`src/hw/rtl/wws_pkg.sv`:
```
// wws_pkg: shared types, constants and the microcode rom of the worker wake selector
// no dependencies; used by wws_ram, wws_seq and worker_wake_selector
package wws_pkg;

   // defaults and fixed field widths
   localparam int SLOTS_DEF  = 16;
   localparam int IDX_W_DEF  = $clog2(SLOTS_DEF);
   localparam int MODE_W     = 3;
   localparam int SLOT_W     = 4;
   // wide enough to compare a slot index against any slot count
   localparam int SLOT_CMP_W = 8;

   // request modes
   typedef enum logic [MODE_W-1:0] {
      MODE_REGISTER      = 3'd0,
      MODE_UNREGISTER    = 3'd1,
      MODE_MARK_FULL     = 3'd2,
      MODE_MARK_NOT_FULL = 3'd3,
      MODE_RR_WAKE       = 3'd4,
      MODE_RECENT_WAKE   = 3'd5
   } mode_type;

   // microprogram addresses
   typedef enum logic [3:0] {
      ST_IDLE,
      ST_REG,
      ST_APPEND,
      ST_NF,
      ST_UNREG,
      ST_FULL,
      ST_RM_RD,
      ST_RM_STEP,
      ST_RM_END,
      ST_RR_INIT,
      ST_RR_STEP,
      ST_MR_RD,
      ST_MR_TAKE,
      ST_RESP
   } step_type;

   // jump conditions
   typedef enum logic [3:0] {
      COND_ALWAYS,
      COND_NO_REQ,
      COND_REG_SKIP,
      COND_NF_DO,
      COND_UNREG_SKIP,
      COND_FULL_DO,
      COND_RM_LAST,
      COND_EXT_ZERO,
      COND_SCAN_END,
      COND_LIST_EMPTY,
      COND_OUT_BUSY
   } cond_type;

   // datapath controls, one bit per micro-operation
   typedef struct packed {
      logic take;
      logic set_pres;
      logic clr_pres;
      logic grow;
      logic append;
      logic rm_rd;
      logic rm_step;
      logic rm_end;
      logic scan_init;
      logic scan_step;
      logic last_rd;
      logic last_take;
      logic resp;
   } ctl_type;

   // datapath status seen by the sequencer
   typedef struct packed {
      logic no_req;
      logic reg_skip;
      logic nf_do;
      logic unreg_skip;
      logic full_do;
      logic rm_last;
      logic ext_zero;
      logic scan_end;
      logic list_empty;
      logic out_busy;
   } flags_type;

   // one control word of the microprogram
   typedef struct packed {
      ctl_type  ctl;
      cond_type cond;
      step_type tgt_t;
      step_type tgt_f;
      logic     dispatch;
   } uword_type;

   // microprogram rom
   function automatic uword_type ucode_rom(input step_type step);
      uword_type w;
      w          = '0;
      w.cond     = COND_ALWAYS;
      w.tgt_t    = ST_RESP;
      w.tgt_f    = ST_RESP;
      w.dispatch = 1'b0;
      unique case (step)
         ST_IDLE: begin
            w.ctl.take = 1'b1;
            w.cond     = COND_NO_REQ;
            w.tgt_t    = ST_IDLE;
            w.dispatch = 1'b1;
         end
         ST_REG: begin
            w.ctl.set_pres = 1'b1;
            w.ctl.grow     = 1'b1;
            w.cond         = COND_REG_SKIP;
            w.tgt_f        = ST_APPEND;
         end
         ST_APPEND: begin
            w.ctl.append = 1'b1;
         end
         ST_NF: begin
            w.cond  = COND_NF_DO;
            w.tgt_t = ST_APPEND;
         end
         ST_UNREG: begin
            w.ctl.clr_pres = 1'b1;
            w.cond         = COND_UNREG_SKIP;
            w.tgt_f        = ST_RM_RD;
         end
         ST_FULL: begin
            w.cond  = COND_FULL_DO;
            w.tgt_t = ST_RM_RD;
         end
         ST_RM_RD: begin
            w.ctl.rm_rd = 1'b1;
            w.tgt_t     = ST_RM_STEP;
         end
         ST_RM_STEP: begin
            w.ctl.rm_step = 1'b1;
            w.cond        = COND_RM_LAST;
            w.tgt_t       = ST_RM_END;
            w.tgt_f       = ST_RM_STEP;
         end
         ST_RM_END: begin
            w.ctl.rm_end = 1'b1;
         end
         ST_RR_INIT: begin
            w.ctl.scan_init = 1'b1;
            w.cond          = COND_EXT_ZERO;
            w.tgt_f         = ST_RR_STEP;
         end
         ST_RR_STEP: begin
            w.ctl.scan_step = 1'b1;
            w.cond          = COND_SCAN_END;
            w.tgt_f         = ST_RR_STEP;
         end
         ST_MR_RD: begin
            w.ctl.last_rd = 1'b1;
            w.cond        = COND_LIST_EMPTY;
            w.tgt_f       = ST_MR_TAKE;
         end
         ST_MR_TAKE: begin
            w.ctl.last_take = 1'b1;
         end
         ST_RESP: begin
            w.ctl.resp = 1'b1;
            w.cond     = COND_OUT_BUSY;
            w.tgt_f    = ST_IDLE;
         end
         default: begin
            w.tgt_t = ST_IDLE;
            w.tgt_f = ST_IDLE;
         end
      endcase
      return w;
   endfunction

   // first microprogram step of each mode
   function automatic step_type dispatch_entry(input logic [MODE_W-1:0] mode);
      step_type s;
      s = ST_RESP;
      unique case (mode)
         MODE_REGISTER:      s = ST_REG;
         MODE_UNREGISTER:    s = ST_UNREG;
         MODE_MARK_FULL:     s = ST_FULL;
         MODE_MARK_NOT_FULL: s = ST_NF;
         MODE_RR_WAKE:       s = ST_RR_INIT;
         MODE_RECENT_WAKE:   s = ST_MR_RD;
         default:            s = ST_RESP;
      endcase
      return s;
   endfunction

endpackage

```
`src/hw/rtl/wws_ram.sv`:
```
// wws_ram: generic single-write, single-read ram with registered read data
// depends on wws_pkg for default sizes
module wws_ram #(
   parameter int WIDTH = wws_pkg::IDX_W_DEF,
   parameter int DEPTH = wws_pkg::SLOTS_DEF,
   localparam int AW   = $clog2(DEPTH)
) (
   input  logic             clock,
   input  logic             wr_en,
   input  logic [AW-1:0]    wr_addr,
   input  logic [WIDTH-1:0] wr_data,
   input  logic             rd_en,
   input  logic [AW-1:0]    rd_addr,
   output logic [WIDTH-1:0] rd_data
);

   logic [WIDTH-1:0] mem_ff [DEPTH];
   logic [WIDTH-1:0] rd_data_ff;

   // write port and registered read port
   always_ff @(posedge clock) begin
      if (wr_en) begin
         mem_ff[wr_addr] <= wr_data;
      end
      if (rd_en) begin
         rd_data_ff <= mem_ff[rd_addr];
      end
   end

   assign rd_data = rd_data_ff;

endmodule

```
`src/hw/rtl/wws_seq.sv`:
```
// wws_seq: microprogram sequencer, step counter with conditional jumps and mode dispatch
// depends on wws_pkg for the rom, control and status types
module wws_seq (
   input  logic                       clock,
   input  logic                       reset,
   input  logic [wws_pkg::MODE_W-1:0] req_mode,
   input  wws_pkg::flags_type         flags,
   output wws_pkg::ctl_type           ctl
);

   wws_pkg::step_type  upc_ff;
   wws_pkg::step_type  upc_in;
   wws_pkg::uword_type word;
   logic               cond_true;

   assign word = wws_pkg::ucode_rom(upc_ff);

   // jump condition select
   always_comb begin
      unique case (word.cond)
         wws_pkg::COND_ALWAYS:     cond_true = 1'b1;
         wws_pkg::COND_NO_REQ:     cond_true = flags.no_req;
         wws_pkg::COND_REG_SKIP:   cond_true = flags.reg_skip;
         wws_pkg::COND_NF_DO:      cond_true = flags.nf_do;
         wws_pkg::COND_UNREG_SKIP: cond_true = flags.unreg_skip;
         wws_pkg::COND_FULL_DO:    cond_true = flags.full_do;
         wws_pkg::COND_RM_LAST:    cond_true = flags.rm_last;
         wws_pkg::COND_EXT_ZERO:   cond_true = flags.ext_zero;
         wws_pkg::COND_SCAN_END:   cond_true = flags.scan_end;
         wws_pkg::COND_LIST_EMPTY: cond_true = flags.list_empty;
         wws_pkg::COND_OUT_BUSY:   cond_true = flags.out_busy;
         default:                  cond_true = 1'b1;
      endcase
   end

   // next step
   always_comb begin
      if (cond_true) begin
         upc_in = word.tgt_t;
      end else if (word.dispatch) begin
         upc_in = wws_pkg::dispatch_entry(req_mode);
      end else begin
         upc_in = word.tgt_f;
      end
   end

   // control outputs
   always_comb begin
      ctl = word.ctl;
   end

   always_ff @(posedge clock) begin
      if (reset) begin
         upc_ff <= wws_pkg::ST_IDLE;
      end else begin
         upc_ff <= upc_in;
      end
   end

`ifndef SYNTHESIS
   // a request is only taken from the idle step, which is then left
   a_take_leaves_idle: assert property (@(posedge clock) disable iff (reset)
      (ctl.take && !flags.no_req) |=> (upc_ff != wws_pkg::ST_IDLE))
      else $error("sequencer stayed idle after taking a request");
`endif

endmodule

```
`src/hw/rtl/worker_wake_selector.sv`:
```
// Worker wake selector: a table of SLOTS worker slots with present marks and an
// ordered not-full list, driven by a small microprogram. One request word gives one
// response word. Register, and mark-not-full on a present slot, append the slot to
// the list when it is not yet listed; most-recent wake reads the last list entry
// unless the list is empty; the unused modes go straight to the response step.
// Unregister and mark-full walk the not-full list one entry a cycle through the
// single read port of the list memory when the slot is listed (and, for mark-full,
// present). Round-robin wake tests one slot a cycle from the rotate pointer, up to
// the table extent. The idle step that takes the next request follows the response
// load directly, even while that response is still stalled; a stalled response
// keeps the following one waiting in the response step. No clearing pass is needed
// after reset.
module worker_wake_selector #(
   parameter int SLOTS = wws_pkg::SLOTS_DEF
) (
   input  logic                       clock,
   input  logic                       reset,
   input  logic                       req_valid,
   output logic                       req_stall,
   input  logic [wws_pkg::MODE_W-1:0] req_mode,
   input  logic [wws_pkg::SLOT_W-1:0] req_slot,
   output logic                       rsp_valid,
   input  logic                       rsp_stall,
   output logic                       rsp_woken,
   output logic [wws_pkg::SLOT_W-1:0] rsp_woken_slot
);

   localparam int IDX_W = $clog2(SLOTS);
   localparam int LEN_W = $clog2(SLOTS + 1);
   localparam int CMP_W = wws_pkg::SLOT_CMP_W;

   wws_pkg::ctl_type   ctl;
   wws_pkg::flags_type flags;

   // control state
   logic [SLOTS-1:0] present_ff, present_in;
   logic [SLOTS-1:0] listed_ff, listed_in;
   logic [LEN_W-1:0] len_ff, len_in;
   logic [LEN_W-1:0] ext_ff, ext_in;
   logic [IDX_W-1:0] ptr_ff, ptr_in;
   logic             rsp_valid_ff, rsp_valid_in;

   // working registers
   logic [wws_pkg::SLOT_W-1:0] slot_ff, slot_in;
   logic [LEN_W-1:0]           i_ff, i_in;
   logic [LEN_W-1:0]           j_ff, j_in;
   logic [IDX_W-1:0]           p_ff, p_in;
   logic [LEN_W-1:0]           n_ff, n_in;
   logic                       woken_ff, woken_in;
   logic [IDX_W-1:0]           wslot_ff, wslot_in;
   logic                       rsp_woken_ff, rsp_woken_in;
   logic [wws_pkg::SLOT_W-1:0] rsp_slot_ff, rsp_slot_in;

   // datapath helpers
   logic             slot_ok;
   logic [IDX_W-1:0] slot_idx;
   logic             pres_s;
   logic             listed_s;
   logic             can_append;
   logic             keep;
   logic             hit;
   logic [LEN_W-1:0] p_wide;
   logic [IDX_W-1:0] p_next;
   logic [LEN_W-1:0] n_inc;
   logic [LEN_W-1:0] len_dec;
   logic [LEN_W-1:0] slot_ext;
   logic             out_busy;

   // list memory
   logic             ram_wr_en;
   logic [IDX_W-1:0] ram_wr_addr;
   logic [IDX_W-1:0] ram_wr_data;
   logic             ram_rd_en;
   logic [IDX_W-1:0] ram_rd_addr;
   logic [IDX_W-1:0] ram_rd_data;

   wws_seq u_seq (
      .clock    (clock),
      .reset    (reset),
      .req_mode (req_mode),
      .flags    (flags),
      .ctl      (ctl)
   );

   wws_ram #(
      .WIDTH (IDX_W),
      .DEPTH (SLOTS)
   ) u_order_ram (
      .clock   (clock),
      .wr_en   (ram_wr_en),
      .wr_addr (ram_wr_addr),
      .wr_data (ram_wr_data),
      .rd_en   (ram_rd_en),
      .rd_addr (ram_rd_addr),
      .rd_data (ram_rd_data)
   );

   // slot decode
   assign slot_ok    = CMP_W'(slot_ff) < CMP_W'(SLOTS);
   assign slot_idx   = IDX_W'(slot_ff);
   assign pres_s     = slot_ok & present_ff[slot_idx];
   assign listed_s   = slot_ok & listed_ff[slot_idx];
   assign can_append = slot_ok & (len_ff != LEN_W'(SLOTS));
   assign slot_ext   = LEN_W'(slot_idx) + LEN_W'(1);
   assign len_dec    = len_ff - LEN_W'(1);

   // list compaction and scan helpers
   assign keep   = ram_rd_data != slot_idx;
   assign hit    = present_ff[p_ff];
   assign p_wide = LEN_W'(p_ff) + LEN_W'(1);
   assign p_next = (p_wide == ext_ff) ? '0 : p_wide[IDX_W-1:0];
   assign n_inc  = n_ff + LEN_W'(1);

   assign out_busy = rsp_valid_ff & rsp_stall;

   // status for the sequencer
   always_comb begin
      flags.no_req     = !req_valid;
      flags.reg_skip   = !slot_ok | listed_s;
      flags.nf_do      = pres_s & !listed_s;
      flags.unreg_skip = !listed_s;
      flags.full_do    = pres_s & listed_s;
      flags.rm_last    = i_ff == len_ff;
      flags.ext_zero   = ext_ff == '0;
      flags.scan_end   = hit | (n_inc == ext_ff);
      flags.list_empty = len_ff == '0;
      flags.out_busy   = out_busy;
   end

   // list memory ports
   always_comb begin
      ram_wr_en   = (ctl.append & can_append) | (ctl.rm_step & keep);
      ram_wr_addr = ctl.rm_step ? j_ff[IDX_W-1:0] : len_ff[IDX_W-1:0];
      ram_wr_data = ctl.rm_step ? ram_rd_data : slot_idx;
      ram_rd_en   = ctl.rm_rd | (ctl.rm_step & (i_ff != len_ff)) | ctl.last_rd;
      if (ctl.rm_rd) begin
         ram_rd_addr = '0;
      end else if (ctl.last_rd) begin
         ram_rd_addr = len_dec[IDX_W-1:0];
      end else begin
         ram_rd_addr = i_ff[IDX_W-1:0];
      end
   end

   // datapath next values
   always_comb begin
      present_in   = present_ff;
      listed_in    = listed_ff;
      len_in       = len_ff;
      ext_in       = ext_ff;
      ptr_in       = ptr_ff;
      slot_in      = slot_ff;
      i_in         = i_ff;
      j_in         = j_ff;
      p_in         = p_ff;
      n_in         = n_ff;
      woken_in     = woken_ff;
      wslot_in     = wslot_ff;
      rsp_woken_in = rsp_woken_ff;
      rsp_slot_in  = rsp_slot_ff;
      rsp_valid_in = out_busy;

      // request word capture
      if (ctl.take && req_valid) begin
         slot_in  = req_slot;
         woken_in = 1'b0;
         wslot_in = '0;
      end
      // registration and table extent
      if (ctl.set_pres && slot_ok) begin
         present_in[slot_idx] = 1'b1;
      end
      if (ctl.grow && slot_ok && (ext_ff < slot_ext)) begin
         ext_in = slot_ext;
      end
      if (ctl.clr_pres && slot_ok) begin
         present_in[slot_idx] = 1'b0;
      end
      // append to the not-full list
      if (ctl.append && can_append) begin
         len_in              = len_ff + LEN_W'(1);
         listed_in[slot_idx] = 1'b1;
      end
      // removal walk: read at i, write kept entries at j
      if (ctl.rm_rd) begin
         i_in = LEN_W'(1);
         j_in = '0;
      end
      if (ctl.rm_step) begin
         if (i_ff != len_ff) begin
            i_in = i_ff + LEN_W'(1);
         end
         if (keep) begin
            j_in = j_ff + LEN_W'(1);
         end
      end
      if (ctl.rm_end) begin
         len_in              = j_ff;
         listed_in[slot_idx] = 1'b0;
      end
      // round-robin scan
      if (ctl.scan_init) begin
         p_in = ptr_ff;
         n_in = '0;
      end
      if (ctl.scan_step) begin
         if (hit) begin
            woken_in = 1'b1;
            wslot_in = p_ff;
            ptr_in   = p_next;
         end else begin
            p_in = p_next;
            n_in = n_inc;
         end
      end
      // most-recent wake
      if (ctl.last_take) begin
         woken_in = 1'b1;
         wslot_in = ram_rd_data;
      end
      // response register load
      if (ctl.resp && !out_busy) begin
         rsp_valid_in = 1'b1;
         rsp_woken_in = woken_ff;
         rsp_slot_in  = wws_pkg::SLOT_W'(wslot_ff);
      end
   end

   // control registers
   always_ff @(posedge clock) begin
      if (reset) begin
         present_ff   <= '0;
         listed_ff    <= '0;
         len_ff       <= '0;
         ext_ff       <= '0;
         ptr_ff       <= '0;
         rsp_valid_ff <= 1'b0;
      end else begin
         present_ff   <= present_in;
         listed_ff    <= listed_in;
         len_ff       <= len_in;
         ext_ff       <= ext_in;
         ptr_ff       <= ptr_in;
         rsp_valid_ff <= rsp_valid_in;
      end
   end

   // working and payload registers
   always_ff @(posedge clock) begin
      slot_ff      <= slot_in;
      i_ff         <= i_in;
      j_ff         <= j_in;
      p_ff         <= p_in;
      n_ff         <= n_in;
      woken_ff     <= woken_in;
      wslot_ff     <= wslot_in;
      rsp_woken_ff <= rsp_woken_in;
      rsp_slot_ff  <= rsp_slot_in;
   end

   assign req_stall      = !ctl.take;
   assign rsp_valid      = rsp_valid_ff;
   assign rsp_woken      = rsp_woken_ff;
   assign rsp_woken_slot = rsp_slot_ff;

`ifndef SYNTHESIS
   // every listed slot holds exactly one list entry
   a_listed_count: assert property (@(posedge clock) disable iff (reset)
      $countones(listed_ff) == int'(len_ff))
      else $error("listed marks disagree with list length");

   // list never grows past the table
   a_len_bound: assert property (@(posedge clock) disable iff (reset)
      len_ff <= LEN_W'(SLOTS))
      else $error("list length beyond slot count");

   // rotate pointer stays inside the table extent
   a_ptr_bound: assert property (@(posedge clock) disable iff (reset)
      (ext_ff != '0) |-> (LEN_W'(ptr_ff) < ext_ff))
      else $error("rotate pointer outside table extent");

   // a response with no wake reports slot zero
   a_no_wake_zero: assert property (@(posedge clock) disable iff (reset)
      (rsp_valid && !rsp_woken) |-> (rsp_woken_slot == '0))
      else $error("nonzero slot on a response without wake");
`endif

endmodule
```
`config.mk`:
```
export PLATFORM = sky130hd
export DESIGN_NAME = worker_wake_selector
export DESIGN_NICKNAME = d
export VERILOG_FILES = /design/src/hw/rtl/wws_pkg.sv /design/src/hw/rtl/wws_ram.sv /design/src/hw/rtl/wws_seq.sv /design/src/hw/rtl/worker_wake_selector.sv
export SDC_FILE = /design/constraint.sdc
export NUM_CORES = 1
export LEC_CHECK = 0
export BUFFER_PORTS_ARGS = -buffer_cell sky130_fd_sc_hd__buf_2
export CORE_UTILIZATION = 45
export DETAILED_ROUTE_END_ITERATION = 6
export HOLD_SLACK_MARGIN = 0.06
export PLACE_DENSITY = 0.68
export SKIP_CTS_REPAIR_TIMING = 1
export SLEW_MARGIN = 15
export SYNTH_ARGS = -nofsm -noshare
export SYNTH_HDL_FRONTEND = slang
export SYNTH_SLANG_ARGS = --single-unit
export TNS_END_PERCENT = 20
```
`constraint.sdc`:
```
create_clock -name clock -period 8 [get_ports clock]
set_clock_uncertainty 0.2 [all_clocks]
set_input_delay 0.8 -clock clock [delete_from_list [all_inputs] [get_ports clock]]
set_output_delay 0.8 -clock clock [all_outputs]
set_load 0.05 [all_outputs]
```
==> Flow_metrics.wiki <==
{| class="wikitable"
! Metric !! Value
|-
| Final number of max-transition violations || 0
|-
| H-Tree Level Count || 4
|-
| Total GRT Usage || between 20 and 25%
|-
| Effective utilization at floorplan || 45.87%
|-
| Wirelength, routed || 17710 um
|-
| Most frequently used flop master after synthesis || sky130_fd_sc_hd__edfxtp_1
|-
| Layout cells sized above 1 || 10.34%
|-
| Floorplan die area || 18040 um2
|-
| Post-route antenna net violation count || 0
|-
| Worst Setup SP || u_seq.upc_ff[2]
|-
| CTS root buf || sky130_fd_sc_hd__clkbuf_16
|-
| Crit. End Element || register
|-
| CTS tree || done
|-
| Number of diodes || 0
|-
| Setup crit start kind || register
|-
| Biggest area consumer among synthesized cells || sky130_fd_sc_hd__edfxtp_1
|-
| First-pass GRT wire length || 28780 um
|-
| Leading post-synthesis cells by cell area || sky130_fd_sc_hd__edfxtp_1 29%, sky130_fd_sc_hd__dfxtp_1 19%, sky130_fd_sc_hd__mux2i_1 10%
|-
| Number of rows created at floorplan || 48
|-
| Synthesis-to-finish area growth || 10.10%
|-
| Cell count after synthesis || roughly 740
|-
| Synthesized netlist net count || 767
|-
| P per Cell Area || 311.3 nW/um2
|-
| Mux contribution to synthesized area || about 15%
|-
| Mapped Avg Cell Area || 10.63 um2
|-
| Maximum single-stage delay on the critical path || 0.81 ns
|-
| First-pass iteration count of the detailed router || 5
|-
| Clk sink count || 152
|-
| Clock tree buffer depth || 2
|-
| Hpwl dp || 11820 um
|-
| Warnings from Yosys || 0
|-
| Share of synthesized cell area in full adder, half adder and majority cells || under 10%
|-
| Remaining design rule violation count || 0
|-
| Number of different library cells in the post-synthesis netlist || 65
|-
| Total stage count of the critical path || 6
|-
| Data required time of the worst path || 7.90 ns
|-
| Worst-case headroom to the max-slew limit || roughly 25%
|-
| Register-to-register setup slack || 4.46 ns
|-
| Net total in the final layout || 758
|-
| Filler cell count || 1491
|-
| Portion of synthesized cell area occupied by the leading cell type || 29.35%
|-
| HP Class || register to register
|-
| Residual overflow from global routing || 0
|-
| Number of storage elements in the synthesis netlist || between 150 and 200
|-
| Post-route fraction of the period consumed by the critical path || between 40% and 50%
|-
| Cell area after technology mapping || between 7000 and 8000 um2
|-
| Crit path DAT || 3.45 ns
|-
| Post-route total power || around 2.7 mW
|-
| Vias after detailed routing || approximately 5700
|-
| Run status || finished, final reports clean
|-
| Number of synthesized flops with an enable pin || 77
|-
| Worst path cell trace || nor2b_1, nand3_2, a41o_1, and2_1, or3_1, nor2_1
|-
| Post-route setup TNS || 0 ns
|-
| RSZ-0062 raised after global routing || no
|-
| Critical R2R Capture || u_order_ram.mem_ff[7][2]
|-
| CTS buffer count || 17
|-
| Seq. cell area || 3814 um2
|-
| Dominant combinational cell family by area after synthesis || multiplexers
|-
| Total of endpoints with negative setup slack in the final report || 0
|-
| Die Span X || between 100 and 150 um
|-
| DRT iter0 DRCs || roughly 440
|-
| Worst-path maximum fanout || 27
|-
| Shortest period the worst path allows || 3.545 ns
|-
| Worst path top cell family by delay || simple AND/OR/NAND/NOR gates
|-
| GP Congestion || just over 0.8
|-
| LEAKAGE || 2.932 nW
|-
| Max Clock Freq || 282.1 MHz
|-
| Number of global-route vias before repair || 5526
|-
| Fraction of the mapped netlist area in compound gates || 14.63%
|-
| Worst supply voltage drop on vdd || 165.1 uV
|-
| Area occupied by multi-input gates || around 3800 um2
|-
| Count of buffers from port buffering || 17
|-
| Seq/Total Area, Yosys || about 48%
|-
| Core outline area || between 15000 and 20000 um2
|-
| Share of flip-flops with an asynchronous set or reset || 0%
|-
| Latest clock arrival within the worst-skew pair || about 0.44 ns
|-
| Die Span Y || 134.3 um
|-
| Critical R2R Launch || u_seq.upc_ff[2]
|-
| Maximum Capacitance Violations || 0
|-
| Routed wire per std cell || roughly 18 um
|-
| I/O pin cnt || 18
|-
| Vias per inst || 5.904
|-
| Reg2Reg Depth || 6
|-
| Clock transition time at the flip-flop clock pins of the worst setup and hold paths || 0.06 ns
|-
| Least-Margin Pin Slew || 1.124 ns
|-
| Cell type of the slowest stage on the worst timing path || sky130_fd_sc_hd__dfxtp_1
|-
| Critical Path End || u_order_ram.mem_ff[7][2]
|-
| Critical path class || register to register
|-
| Largest net degree at the start of global routing || 56
|-
| Simple-gate area share of the yosys netlist || 12.43%
|-
| Fraction of synthesized cell area in xor and xnor cells || 3.224%
|-
| Sum of buffers and inverters on the critical path || 0
|-
| Initial antenna violation count || 0
|-
| Count of final hold-check violations || 0
|-
| Finished Core Util || 50.50%
|}
[where the power goes]
group	switching (mW)	internal, mW
clock	0.326	0.526
sequential	0.129	0.912
combinational	0.481	0.326
total	0.936	1.76
[placed cells by master (no fill, tap or decap), types with 3 or more instances in the layout]
cell	instances
sky130_fd_sc_hd__dfxtp_1	75
sky130_fd_sc_hd__mux2_2	7
sky130_fd_sc_hd__o21a_1	4
sky130_fd_sc_hd__inv_1	17
sky130_fd_sc_hd__nand2b_1	12
sky130_fd_sc_hd__nor2b_1	8
sky130_fd_sc_hd__mux2i_1	80
sky130_fd_sc_hd__mux4_2	6
sky130_fd_sc_hd__a211oi_1	35
sky130_fd_sc_hd__nor2_1	55
sky130_fd_sc_hd__bufinv_16	4
sky130_fd_sc_hd__and2_1	16
sky130_fd_sc_hd__a221oi_1	3
sky130_fd_sc_hd__xnor2_1	20
sky130_fd_sc_hd__nand2_1	45
sky130_fd_sc_hd__a21oi_1	67
sky130_fd_sc_hd__nor3b_1	3
sky130_fd_sc_hd__nor3_1	13
sky130_fd_sc_hd__buf_2	17
sky130_fd_sc_hd__buf_4	4
sky130_fd_sc_hd__nand3b_1	3
sky130_fd_sc_hd__clkbuf_16	17
sky130_fd_sc_hd__ha_1	15
sky130_fd_sc_hd__inv_6	4
sky130_fd_sc_hd__and3_1	7
sky130_fd_sc_hd__a31oi_1	6
sky130_fd_sc_hd__nand3_1	25
sky130_fd_sc_hd__mux4_1	5
sky130_fd_sc_hd__o221ai_1	3
sky130_fd_sc_hd__o21ai_0	32
sky130_fd_sc_hd__edfxtp_1	77
sky130_fd_sc_hd__xor2_1	9
[through the flow]
stage / setup WS, ns / area, um2 / instances / hold WS [ns]
3_5_place_dp: 4.510 / 8040 / 938 / 0.2178
3_3_place_gp: 4.637 / 8040 / 938 / 0.2184
5_1_grt: 4.114 / 8675 / 970 / 0.2478
2_1_floorplan: 5.326 / 7879 / 741 / 0.2081
6_report: 4.455 / 8675 / 970 / 0.2358
4_1_cts: 4.483 / 8666 / 970 / 0.2364
[worst min path at each step]
stage / start / endpoint / slack, ns / cells past startpoint
2_1_floorplan: wslot_ff[0] / rsp_woken_slot[0] / 0.21 / 0
3_3_place_gp: wslot_ff[2] / rsp_woken_slot[2] / 0.22 / 0
3_5_place_dp: wslot_ff[0] / rsp_woken_slot[0] / 0.22 / 0
4_1_cts: wslot_ff[0] / rsp_woken_slot[0] / 0.24 / 0
5_1_grt: wslot_ff[2] / rsp_woken_slot[2] / 0.25 / 0
6_report: wslot_ff[0] / rsp_woken_slot[0] / 0.24 / 0
[logic make-up (layout without fill, tap and decap cells)]
kind of cell,Yosys count,after routing
AO/OA/AOI/OAI,178,178
multiplexers,100,100
adder cells (fa/ha/maj),15,15
buffers and inverters,66,70
XOR/XNOR,29,29
AND/OR/NAND/NOR,201,201
flip-flops,152,152
[per-layer routing]
metal | global-route usage (%) | share of wire (%) | vias up
met5 | 0 | 0 | -
met4 | 9.051 | 2.5 | 0
met3 | 5.367 | 5.2 | 36
met2 | 32.18 | 47 | 167
met1 | 27.17 | 46 | 2790
li1 | - | - | 2734
[layout make-up]
cell class	count	area share (%)
clock buffers	19	4.991
clock inverters	13	2.221
inverters	17	0.7356
multi-input cells	523	43.52
flip-flops and latches	152	43.96
well taps	225	3.245
repair buffers	21	1.327
[Yosys cell counts, types with 5 or more instances]
master / count
sky130_fd_sc_hd__and3_1: 7
sky130_fd_sc_hd__a31oi_1: 6
sky130_fd_sc_hd__nor3_1: 14
sky130_fd_sc_hd__dfxtp_1: 75
sky130_fd_sc_hd__mux2i_1: 80
sky130_fd_sc_hd__mux4_2: 6
sky130_fd_sc_hd__and2_1: 16
sky130_fd_sc_hd__nand2b_1: 12
sky130_fd_sc_hd__xnor2_1: 20
sky130_fd_sc_hd__mux2_2: 7
sky130_fd_sc_hd__ha_1: 15
sky130_fd_sc_hd__xor2_1: 9
sky130_fd_sc_hd__a211oi_1: 35
sky130_fd_sc_hd__buf_2: 8
sky130_fd_sc_hd__nand2_1: 45
sky130_fd_sc_hd__o21ai_0: 32
sky130_fd_sc_hd__nor2_1: 56
sky130_fd_sc_hd__nand3_1: 25
sky130_fd_sc_hd__clkbuf_1: 32
sky130_fd_sc_hd__nor2b_1: 8
sky130_fd_sc_hd__edfxtp_1: 77
sky130_fd_sc_hd__a21oi_1: 67
sky130_fd_sc_hd__inv_1: 17
sky130_fd_sc_hd__mux4_1: 5
(Power assumes the default switching activity.)
